[src/rtl/core/fpba_pkg.sv]
`timescale 1ns / 1ps
// package for the fit policy block allocator: payload structs, codes and
// controller/datapath command and status types; no dependencies
package fpba_pkg;

	// fixed field widths
	localparam int SIZE_BITS      = 16;
	localparam int INDEX_BITS     = 6;
	localparam int DEF_MAX_BLOCKS = 64;

	// configuration port
	localparam int CFG_INDEX_BITS = 1;
	localparam int CFG_DATA_BITS  = 7;
	localparam logic [CFG_INDEX_BITS-1:0] REG_FIT_POLICY  = 1'b0;
	localparam logic [CFG_INDEX_BITS-1:0] REG_BLOCK_COUNT = 1'b1;
	localparam logic [6:0] BLOCK_COUNT_RESET = 7'd64;

	// item function codes
	localparam logic [1:0] FUNC_LOAD  = 2'd0;
	localparam logic [1:0] FUNC_CLEAR = 2'd1;
	localparam logic [1:0] FUNC_ALLOC = 2'd2;

	// fit policy codes
	localparam logic [1:0] POLICY_FIRST = 2'd0;
	localparam logic [1:0] POLICY_BEST  = 2'd1;
	localparam logic [1:0] POLICY_WORST = 2'd2;

	typedef struct packed {
		logic [1:0]           func;
		logic [INDEX_BITS-1:0] block_index;
		logic [SIZE_BITS-1:0]  size_value;
	} in_item_t;

	typedef struct packed {
		logic                  granted;
		logic [INDEX_BITS-1:0] granted_block;
		logic                  is_ack;
	} out_item_t;

	typedef enum logic [1:0] {
		ST_IDLE,
		ST_SCAN,
		ST_COMMIT
	} state_t;

	// controller to datapath
	typedef struct packed {
		logic latch_item;
		logic scan_init;
		logic scan_step;
		logic commit;
	} ctrl_cmd_t;

	// datapath to controller
	typedef struct packed {
		logic item_alloc;
		logic scan_last;
	} dp_status_t;

endpackage

[src/rtl/core/fpba_datapath.sv]
`timescale 1ns / 1ps
// allocator datapath: config registers, block size memory, busy marks,
// scan counter and best candidate registers; depends on fpba_pkg
module fpba_datapath #(
	parameter int MAX_BLOCKS = fpba_pkg::DEF_MAX_BLOCKS
) (
	input  logic                                  clk,
	input  logic                                  arst_n,
	input  fpba_pkg::in_item_t                    in_item,
	input  logic                                  cfg_we,
	input  logic [fpba_pkg::CFG_INDEX_BITS-1:0]   cfg_index,
	input  logic [fpba_pkg::CFG_DATA_BITS-1:0]    cfg_data,
	input  fpba_pkg::ctrl_cmd_t                   cmd,
	output fpba_pkg::dp_status_t                  status,
	output fpba_pkg::out_item_t                   out_item
);
	import fpba_pkg::*;

	localparam int IDX_W = (MAX_BLOCKS > 1) ? $clog2(MAX_BLOCKS) : 1;
	localparam int CNT_W = $clog2(MAX_BLOCKS + 1);

	// configuration registers
	logic [1:0] fit_policy_q;
	logic [6:0] blk_cnt_q;

	always_ff @(posedge clk or negedge arst_n) begin
		if (!arst_n) begin
			fit_policy_q <= POLICY_FIRST;
			blk_cnt_q    <= BLOCK_COUNT_RESET;
		end else if (cfg_we) begin
			unique case (cfg_index)
				REG_FIT_POLICY:  fit_policy_q <= cfg_data[1:0];
				REG_BLOCK_COUNT: blk_cnt_q    <= cfg_data;
				default: ;
			endcase
		end
	end

	// held item
	logic [1:0]            func_q;
	logic [INDEX_BITS-1:0] idx_q;
	logic [SIZE_BITS-1:0]  size_q;

	always_ff @(posedge clk) begin
		if (cmd.latch_item) begin
			func_q <= in_item.func;
			idx_q  <= in_item.block_index;
			size_q <= in_item.size_value;
		end
	end

	// active block count, saturated to the memory depth
	logic [31:0]      cnt_ext;
	logic [CNT_W-1:0] active;

	always_comb begin
		cnt_ext = 32'(blk_cnt_q);
		active  = (cnt_ext > 32'(MAX_BLOCKS)) ? CNT_W'(MAX_BLOCKS) : CNT_W'(cnt_ext);
	end

	// scan issue counter
	logic [CNT_W-1:0] iss_q;
	logic             issue_more;
	logic [IDX_W-1:0] iss_addr;

	assign issue_more = (iss_q < active);
	assign iss_addr   = iss_q[IDX_W-1:0];

	always_ff @(posedge clk or negedge arst_n) begin
		if (!arst_n) begin
			iss_q <= '0;
		end else if (cmd.scan_init) begin
			iss_q <= '0;
		end else if (cmd.scan_step && issue_more) begin
			iss_q <= iss_q + CNT_W'(1);
		end
	end

	// load target check
	logic             load_ok;
	logic [IDX_W-1:0] load_addr;

	assign load_ok   = (32'(idx_q) < 32'(MAX_BLOCKS));
	assign load_addr = IDX_W'(idx_q);

	// block size memory, one write and one registered read port
	logic [SIZE_BITS-1:0] size_mem [MAX_BLOCKS];
	logic [SIZE_BITS-1:0] rd_size_s1;
	logic [IDX_W-1:0]     rd_idx_s1;

	always_ff @(posedge clk) begin
		if (cmd.commit && (func_q == FUNC_LOAD) && load_ok) begin
			size_mem[load_addr] <= size_q;
		end
	end

	always_ff @(posedge clk) begin
		if (cmd.scan_step && issue_more) begin
			rd_size_s1 <= size_mem[iss_addr];
			rd_idx_s1  <= iss_addr;
		end
	end

	// busy marks
	logic [MAX_BLOCKS-1:0] busy_q;
	logic                  busy_s1;
	logic                  rd_vld_s1;

	always_ff @(posedge clk) begin
		if (cmd.scan_step && issue_more) begin
			busy_s1 <= busy_q[iss_addr];
		end
	end

	always_ff @(posedge clk or negedge arst_n) begin
		if (!arst_n) begin
			rd_vld_s1 <= 1'b0;
		end else if (cmd.scan_init) begin
			rd_vld_s1 <= 1'b0;
		end else begin
			rd_vld_s1 <= cmd.scan_step && issue_more;
		end
	end

	// best candidate so far
	logic                 pick_vld_q;
	logic [IDX_W-1:0]     pick_idx_q;
	logic [SIZE_BITS-1:0] pick_size_q;
	logic                 fits;
	logic                 better;

	always_comb begin
		fits = rd_vld_s1 && !busy_s1 && (rd_size_s1 >= size_q);
		priority if (!pick_vld_q) begin
			better = 1'b1;
		end else if (fit_policy_q == POLICY_BEST) begin
			better = (rd_size_s1 < pick_size_q);
		end else if (fit_policy_q == POLICY_WORST) begin
			better = (rd_size_s1 > pick_size_q);
		end else begin
			better = 1'b0;
		end
	end

	always_ff @(posedge clk or negedge arst_n) begin
		if (!arst_n) begin
			pick_vld_q <= 1'b0;
		end else if (cmd.scan_init) begin
			pick_vld_q <= 1'b0;
		end else if (fits) begin
			pick_vld_q <= 1'b1;
		end
	end

	always_ff @(posedge clk) begin
		if (fits && better) begin
			pick_idx_q  <= rd_idx_s1;
			pick_size_q <= rd_size_s1;
		end
	end

	// busy update on commit
	always_ff @(posedge clk or negedge arst_n) begin
		if (!arst_n) begin
			busy_q <= '0;
		end else if (cmd.commit) begin
			if (func_q == FUNC_CLEAR) begin
				busy_q <= '0;
			end else if ((func_q == FUNC_ALLOC) && pick_vld_q) begin
				busy_q[pick_idx_q] <= 1'b1;
			end
		end
	end

	// result register
	always_ff @(posedge clk) begin
		if (cmd.commit) begin
			if (func_q == FUNC_ALLOC) begin
				out_item.granted       <= pick_vld_q;
				out_item.granted_block <= pick_vld_q ? INDEX_BITS'(pick_idx_q) : '0;
				out_item.is_ack        <= 1'b0;
			end else begin
				out_item.granted       <= 1'b0;
				out_item.granted_block <= '0;
				out_item.is_ack        <= 1'b1;
			end
		end
	end

	// status to controller
	assign status.item_alloc = (func_q == FUNC_ALLOC);
	assign status.scan_last  = !issue_more && !rd_vld_s1;

endmodule

[src/rtl/core/fpba_ctrl.sv]
`timescale 1ns / 1ps
// allocator controller: state machine sequencing accept, scan and commit,
// plus the result valid flag; depends on fpba_pkg
module fpba_ctrl (
	input  logic                 clk,
	input  logic                 arst_n,
	input  logic                 in_valid,
	output logic                 in_ready,
	output logic                 out_valid,
	input  logic                 out_ready,
	input  fpba_pkg::dp_status_t status,
	output fpba_pkg::ctrl_cmd_t  cmd
);
	import fpba_pkg::*;

	state_t state_q;
	state_t state_d;
	logic   out_free;

	assign out_free = !out_valid || out_ready;

	// state register
	always_ff @(posedge clk or negedge arst_n) begin
		if (!arst_n) begin
			state_q <= ST_IDLE;
		end else begin
			state_q <= state_d;
		end
	end

	// next state
	always_comb begin
		state_d = state_q;
		unique case (state_q)
			ST_IDLE: begin
				if (in_valid) state_d = ST_SCAN;
			end
			ST_SCAN: begin
				if (!status.item_alloc || status.scan_last) state_d = ST_COMMIT;
			end
			ST_COMMIT: begin
				if (out_free) state_d = ST_IDLE;
			end
			default: state_d = ST_IDLE;
		endcase
	end

	// outputs
	always_comb begin
		in_ready       = 1'b0;
		cmd.latch_item = 1'b0;
		cmd.scan_init  = 1'b0;
		cmd.scan_step  = 1'b0;
		cmd.commit     = 1'b0;
		unique case (state_q)
			ST_IDLE: begin
				in_ready       = 1'b1;
				cmd.latch_item = in_valid;
				cmd.scan_init  = in_valid;
			end
			ST_SCAN: begin
				cmd.scan_step = status.item_alloc;
			end
			ST_COMMIT: begin
				cmd.commit = out_free;
			end
			default: ;
		endcase
	end

	// result valid flag
	always_ff @(posedge clk or negedge arst_n) begin
		if (!arst_n) begin
			out_valid <= 1'b0;
		end else if (cmd.commit) begin
			out_valid <= 1'b1;
		end else if (out_ready) begin
			out_valid <= 1'b0;
		end
	end

endmodule

[src/rtl/core/fit_policy_block_allocator.sv]
`timescale 1ns / 1ps
// fixed-partition block allocator with first, best and worst fit policies
// load and clear pass from accept through scan straight to commit; allocate scans the
// active blocks in order, one block scanned per cycle, then commits
// a new item is accepted only after the previous one has committed; a commit
// stalls while the previous result still waits
// reset: async active low; busy marks clear, policy first fit, count 64
module fit_policy_block_allocator #(
	parameter int MAX_BLOCKS = fpba_pkg::DEF_MAX_BLOCKS
) (
	input  logic                                clk,
	input  logic                                arst_n,
	input  logic                                in_valid,
	output logic                                in_ready,
	input  fpba_pkg::in_item_t                  in_item,
	output logic                                out_valid,
	input  logic                                out_ready,
	output fpba_pkg::out_item_t                 out_item,
	input  logic                                cfg_valid,
	output logic                                cfg_ready,
	input  logic [fpba_pkg::CFG_INDEX_BITS-1:0] cfg_index,
	input  logic [fpba_pkg::CFG_DATA_BITS-1:0]  cfg_data
);
	import fpba_pkg::*;

	ctrl_cmd_t  cmd;
	dp_status_t status;

	// config writes are always taken
	assign cfg_ready = 1'b1;

	fpba_ctrl u_ctrl (
		.clk       (clk),
		.arst_n    (arst_n),
		.in_valid  (in_valid),
		.in_ready  (in_ready),
		.out_valid (out_valid),
		.out_ready (out_ready),
		.status    (status),
		.cmd       (cmd)
	);

	fpba_datapath #(
		.MAX_BLOCKS (MAX_BLOCKS)
	) u_datapath (
		.clk       (clk),
		.arst_n    (arst_n),
		.in_item   (in_item),
		.cfg_we    (cfg_valid && cfg_ready),
		.cfg_index (cfg_index),
		.cfg_data  (cfg_data),
		.cmd       (cmd),
		.status    (status),
		.out_item  (out_item)
	);

endmodule

[config.mk]
export PLATFORM = sky130hd
export DESIGN_NAME = fit_policy_block_allocator
export DESIGN_NICKNAME = d
export VERILOG_FILES = /design/src/rtl/core/fpba_pkg.sv /design/src/rtl/core/fpba_datapath.sv /design/src/rtl/core/fpba_ctrl.sv /design/src/rtl/core/fit_policy_block_allocator.sv
export SDC_FILE = /design/constraint.sdc
export NUM_CORES = 1
export LEC_CHECK = 0
export BUFFER_PORTS_ARGS = -buffer_cell sky130_fd_sc_hd__buf_2
export CORE_MARGIN = 1
export CORE_UTILIZATION = 45
export DETAILED_ROUTE_END_ITERATION = 8
export GPL_TIMING_DRIVEN = 1
export MAX_ROUTING_LAYER = met4
export PLACE_DENSITY_LB_ADDON = 0.05
export SYNTH_ARGS = -nofsm -noshare
export SYNTH_HDL_FRONTEND = slang
export SYNTH_HIERARCHICAL = 1
export SYNTH_SLANG_ARGS = --single-unit
[constraint.sdc]
create_clock -name clk -period 7.11 [get_ports clk]
set_input_delay 0.3555 -clock clk [delete_from_list [all_inputs] [get_ports clk]]
set_output_delay 0.3555 -clock clk [all_outputs]
set_load 0.005 [all_outputs]
# Word level (Yosys, flattened, before mapping)
# Memory sizes are Yosys's and may differ from the RTL's. A register that Yosys moved wholly into a read port is not among the register bits.
# Cells that the tools add are included.
dict set report word_totals {
  ff_bits 146
  mem_bits_rw 1024
  input_bits 37
  out_inout_bits 11
  wordCells 93
  n_memories 1
}
dict set report classes {
  n_addsub 1
  magnitude_cmp 8
  n_eq_ne 9
  mux 28
  bitwise 2
  n_reduce_logical 26
}
# name depth width read_ports rd_ports_with_merged_regs write_ports line
set memory_table {}
lappend memory_table {u_datapath.size_mem 64 16 1 1 1 fpba_datapath.sv:87} ;# logic [SIZE_BITS-1:0] size_mem [MAX_BLOCKS];
# operator n
set op_table {}
lappend op_table {{2-to-1 mux 64 bit} 2}
lappend op_table {{bitwise OR 64 bit} 1}
lappend op_table {{2-to-1 mux 7 bit} 3}
lappend op_table {{greater-or-equal comparator 16 bit} 1}
lappend op_table {{greater-than comparator 16 bit} 1}
lappend op_table {{< comparator 16 bit} 1}
lappend op_table {{2-to-1 mux 1 bit} 16}
lappend op_table {{< comparator 6 x 7 -> 1 bit (second input constant)} 2}
lappend op_table {{logical AND 1 bit} 8}
lappend op_table {{2-to-1 mux 2 bit} 4}
lappend op_table {{AND reduction 2 bit} 4}
lappend op_table {{nonzero test 2 bit} 4}
lappend op_table {{adder 7 x 1 -> 7 bit (second input constant)} 1}
lappend op_table {{greater-than comparator 7 bit (second input constant)} 1}
lappend op_table {{< comparator 7 bit} 1}
lappend op_table {{binary-select mux 1 bit (select 6 bit)} 1}
lappend op_table {{demux 1 bit (select 6 bit)} 1}
lappend op_table {{== test 2 x 1 -> 1 bit (second input constant)} 3}
lappend op_table {{== test 2 bit (second input constant)} 3}
lappend op_table {{greater-or-equal comparator 6 x 1 -> 1 bit (second input constant)} 1}
lappend op_table {{one-hot mux 2 bit (3 select lines)} 1}
lappend op_table {{logical NOT 1 bit} 5}
lappend op_table {{logical NOT 2 bit} 2}
lappend op_table {{!= test 2 x 1 -> 1 bit (second input constant)} 2}
lappend op_table {{other kinds (4)} 5}

# Logic depth before layout (Yosys ltp)
dict set report logic_depth {
  ltp_word 8
  depth_mapped 11
  ltp_nobuf 10
}

# By module
# Netlist, hierarchy kept.
# mod instances cells_each area_each_um2 seq_area_each_um2
set by_module_without_submodules {}
lappend by_module_without_submodules {fpba_datapath 1 2284 46196.8 35114.9}
lappend by_module_without_submodules {fpba_ctrl 1 16 168.9 75.1}
lappend by_module_without_submodules {fit_policy_block_allocator 1 2 11.3 0.0}

# Worst setup path after synthesis
# No wires, ideal clock.
dict set report synth_path {
  kind {reg2reg}
  start {register u_datapath.size_q[13]}
  end {register u_datapath.pick_idx_q[0] (enable)}
  arrival_ns 3.287
  path_slack_ns 3.408
  path_stages_with_launch 9
  path_cell_list {edfxtp_1 > inv_1 > ha_1 > nand4_1 > nor2_1 > o2111ai_1 > o221ai_1 > nand3b_1 > a31oi_1}
}
dict set report synth_via {
  elab_chain_len 3
}
# item line
set synth_rtl {}
lappend synth_rtl {{start, declared} fpba_datapath.sv:42} ;# logic [SIZE_BITS-1:0] size_q;
lappend synth_rtl {{start signal, assigned} fpba_datapath.sv:48} ;# size_q <= in_item.size_value;
lappend synth_rtl {{greater-or-equal comparator 16 bit} fpba_datapath.sv:133} ;# fits = rd_vld_s1 && !busy_s1 && (rd_size_s1 >= size_q);
lappend synth_rtl {{logical AND 1 bit} fpba_datapath.sv:133}
lappend synth_rtl {{logical AND 1 bit} fpba_datapath.sv:156} ;# if (fits && better) begin
lappend synth_rtl {{end signal, assigned} fpba_datapath.sv:157} ;# pick_idx_q <= rd_idx_s1;
lappend synth_rtl {{end, declared} fpba_datapath.sv:127} ;# logic [IDX_W-1:0] pick_idx_q;
# Every way passes these cells.
# A chain may end at the register's enable or synchronous reset.

# Final worst setup path
dict set report layout_path {
  start {register u_datapath.iss_q[0]}
  end {register u_datapath.rd_size_s1[1] (read register of u_datapath.size_mem) (data pin)}
}
dict set report layout_via {
  elab_chain_len 2
}
# item line
set layout_rtl {}
lappend layout_rtl {{start, declared} fpba_datapath.sv:62} ;# logic [CNT_W-1:0] iss_q;
lappend layout_rtl {{start signal, assigned} fpba_datapath.sv:75} ;# iss_q <= iss_q + CNT_W'(1);
lappend layout_rtl {{< comparator 7 bit} fpba_datapath.sv:66} ;# assign issue_more = (iss_q < active);
lappend layout_rtl {{logical AND 1 bit} fpba_datapath.sv:98} ;# if (cmd.scan_step && issue_more) begin
lappend layout_rtl {{end, declared} fpba_datapath.sv:88} ;# logic [SIZE_BITS-1:0] rd_size_s1;
# Parallel ways exist; a longest one is shown, timed or not.

==> summary.md <==
| Metric | Value |
|---|---|
| Fin nets | 2,564 |
| Worst-Margin Slew | 1230 ps |
| Synthesized area | 46,400 um2 |
| Final WL | 122,000 um |
| Die X | 323 um |
| Clock-pin slew on the worst setup and hold paths | 60 ps |
| Final Cell Area | 52,800 um2 |
| Seq pwr share | 48.0% |
| CP Capture Type | register |
| Syn nets | 2,378 |
| P_sw | 0.00432 W |
| Die height | 323 um |
| Status | complete, no violations |
| Area growth syn-to-layout | 13.9% |
| Gr ovfl total | 0 |
| RSZ-0062 raised after global routing | false |
| Most frequent cells in the layout | 1,101 x edfxtp_1, 249 x mux4_2, 152 x nor2_1 |
| Avg WL per Cell | 30.8 um |
| Share of layout cells above drive strength 1 | 23.8% |
| CP required | 7700 ps |
| Sw frac | 25.2% |
| Distinct cells, synth | 63 |
| First-pass GRT wire length | 175,000 um |
| CTS tree | yes |
| FFs w/ async S/R, synth | 7.17% |
| Rows | 117 |
| Commonest non-fill, non-tap cell in the layout | edfxtp_1 |
| R2R setup slack | 3050 ps |
| Arr. time, crit path | 4640 ps |
| Hold crit path type | in -> reg |
| Tcrit/Tclk final | 57.0% |
| Logic pwr share | 15.0% |
| Max-Cap Viols | 0 |
| Worst path max stage delay | 890 ps |
| Fin cells | 3,968 |
| Yosys reg bits | 1,186 |
| ANT nets after route | 0 |
| Crit path kind | reg -> reg |
| CTS buffer count | 120 |
| Maximum buffer depth of the clock tree | 3 |
| DR DRC count | 0 |
| Final Max Tran Viols | 0 |
| Worst skew pair latency | 720 ps |
| Cells along the critical path | buf_12 > nand3b_1 > o22ai_1 > a211o_1 > nor2_1 > o21ai_0 > and3_1 |
| CTS resizes | 0 |
| Peak Freq | 247 MHz |
| Via/cell ratio | 5.92 |
| HPWL after DPL | 70,400 um |
| Total power | 0.0172 W |
| GRT Util Overall | 24.5% |
| Setup tns final | 0 ps |
| PwrDens | 325 nW/um2 |
| Vias after detailed routing | 23,500 |
| Pleak | 17.1 nW |
| Min cycle time layout | 4060 ps |
| Setup crit start kind | register |
| Vias in the first global route | 23,700 |
| Placed insts | 3,701 |
| I/O pin cnt | 48 |
| Slowest cell on the critical path | dfrtp_4 |
| H-Tree Depth | 3 |
| GPL Wtd Cong | 0.835 |
| Port bufs | 46 |
| Largest net degree at the start of global routing | 125 |
| DR pass1 iterations | 5 |
| Max rail drop VDD | 305 uV |
| Internal power | 0.0128 W |
| Buf/Inv on CP | 1 |
| Antenna violations before repair | 4 |
| Clk pwr share | 37.0% |
| Clock Sinks | 1,186 |
| Setup violators final | 0 |
| Crit-path max FO | 73 |
| CP delay by family, top | compound AO/OA/AOI/OAI gates |
| Gate Count Post-Synth | 2,302 |
| Max_slew headroom | 17.3% |
| Ys flop type | edfxtp_1 |
| Initial core utilization | 45.5% |
| Register area share after synthesis | 75.9% |
| Number of synthesis warnings | 6 |
| Avg Cell Area, Syn | 20.1 um2 |
| Number of flops mapped to enable cells by yosys | 1,101 |
| Hold buffers post-CTS | 33 |
| Placed Area | 48,500 um2 |
| Endpoints failing hold | 0 |
| Post-CTS setup buffers | 0 |
| Clock root buffer | clkbuf_16 |
| Clock Skews | 34.4 ps |
| Die Area | 104,000 um2 |
| Iter 0 DRT Violations | 2,086 |
| Core area | 102,000 um2 |
power groups by stage:
stage                     sequential (W)  combinational [W]  clock, W
final                            0.00824            0.00257   0.00635
after global routing             0.00826            0.00275   0.00674
after CTS                        0.00824            0.00263   0.00648
after detailed placement         0.00839            0.00261         0
after global placement           0.00838            0.00256         0
after floorplan                  0.00845            0.00171         0
metal layers:
| metal | vias to the layer above | share of wire [%] | GRT usage, % |
|---|---|---|---|
| met2 | 700 | 48 | 38.1 |
| li1 | 9838 | - | - |
| met4 | 0 | 1.8 | 5.36 |
| met1 | 12800 | 45 | 35.1 |
| met3 | 143 | 5.3 | 2.89 |
| met5 | - | 0 | - |
stage by stage:
| stage | util, % | setup WS, ps | hold WS, ps |
|---|---|---|---|
| 2_1_floorplan | - | 3410 | 59.9 |
| 3_3_place_gp | 47.5 | 2910 | 400 |
| 3_5_place_dp | 47.5 | 2920 | 405 |
| 4_1_cts | 51.8 | 2920 | 4.87 |
| 5_1_grt | 51.8 | 2870 | 36.6 |
| 6_report | 51.8 | 3050 | 47.6 |
cell families (layout without fill, tap and decap cells):
group                      Yosys count  after routing  share of synthesized area [%]
other                                1              7                        0.00809
adders and majority gates           39             39                           1.05
AOI/OAI and AO/OA                  266            266                           3.76
buffers and inverters              157            449                           1.82
DFF                               1186           1186                           75.9
xor gates and xnor gates             1              1                         0.0189
and+or+nand+nor                    330            330                           3.37
muxes                              322            322                           14.1
cells in the mapped netlist (16+ instances only):
library cell / n / share of area (%)
ha_1: 39 / 1.1
mux4_2: 249 / 12
nor2_1: 159 / 1.3
mux2i_1: 45 / 0.97
mux2_2: 17 / 0.41
clkbuf_1: 48 / 0.39
dfrtp_1: 84 / 4.5
buf_2: 30 / 0.32
edfxtp_1: 1101 / 71
a22oi_1: 66 / 1.1
a21oi_1: 93 / 1.0
nand3_1: 30 / 0.32
nor2b_1: 19 / 0.26
o21ai_0: 19 / 0.21
nand2_1: 43 / 0.35
buf_4: 16 / 0.26
inv_1: 38 / 0.31
final cells by class:
cell class | count | area (um2)
diodes | 6 | 15.0
clock buffers | 152 | 3230
clock inverters | 76 | 752
fillers | 8210 | 49200
inverters | 39 | 146
multi-input cells | 959 | 10400
flip-flops and latches | 1186 | 35200
well taps | 1368 | 1710
repair buffers | 182 | 1390
worst min-delay path, stage by stage:
cell and delay (ps):
buf_2 90, nor2b_1 70, mux2_2 220
final timing paths:
kind,startpoint,end,cells after the start
hold reg to reg,u_datapath/rd_idx_s1[2],u_datapath/pick_idx_q[2],0
hold / removal,cfg_index,u_datapath/fit_policy_q[0],3
min in group asynchronous,arst_n,u_datapath/blk_cnt_q[4],2
setup reg to reg,u_datapath/iss_q[0],u_datapath/rd_size_s1[1],7
max in group asynchronous,arst_n,u_datapath/iss_q[1],2
setup / recovery,u_datapath/iss_q[0],u_datapath/rd_size_s1[1],7
state kept, by name, summed over array words and instances (netlist names), 7 cells and up:
register                count
u_datapath/blk_cnt_q        7
u_datapath/size_q          16
u_datapath/busy_q          64
u_datapath/size_mem      1024
u_datapath/pick_size_q     16
u_datapath/iss_q            7
u_datapath/out_item         8
u_datapath/rd_size_s1      16
Note: power is estimated with default switching activity, not from simulation.
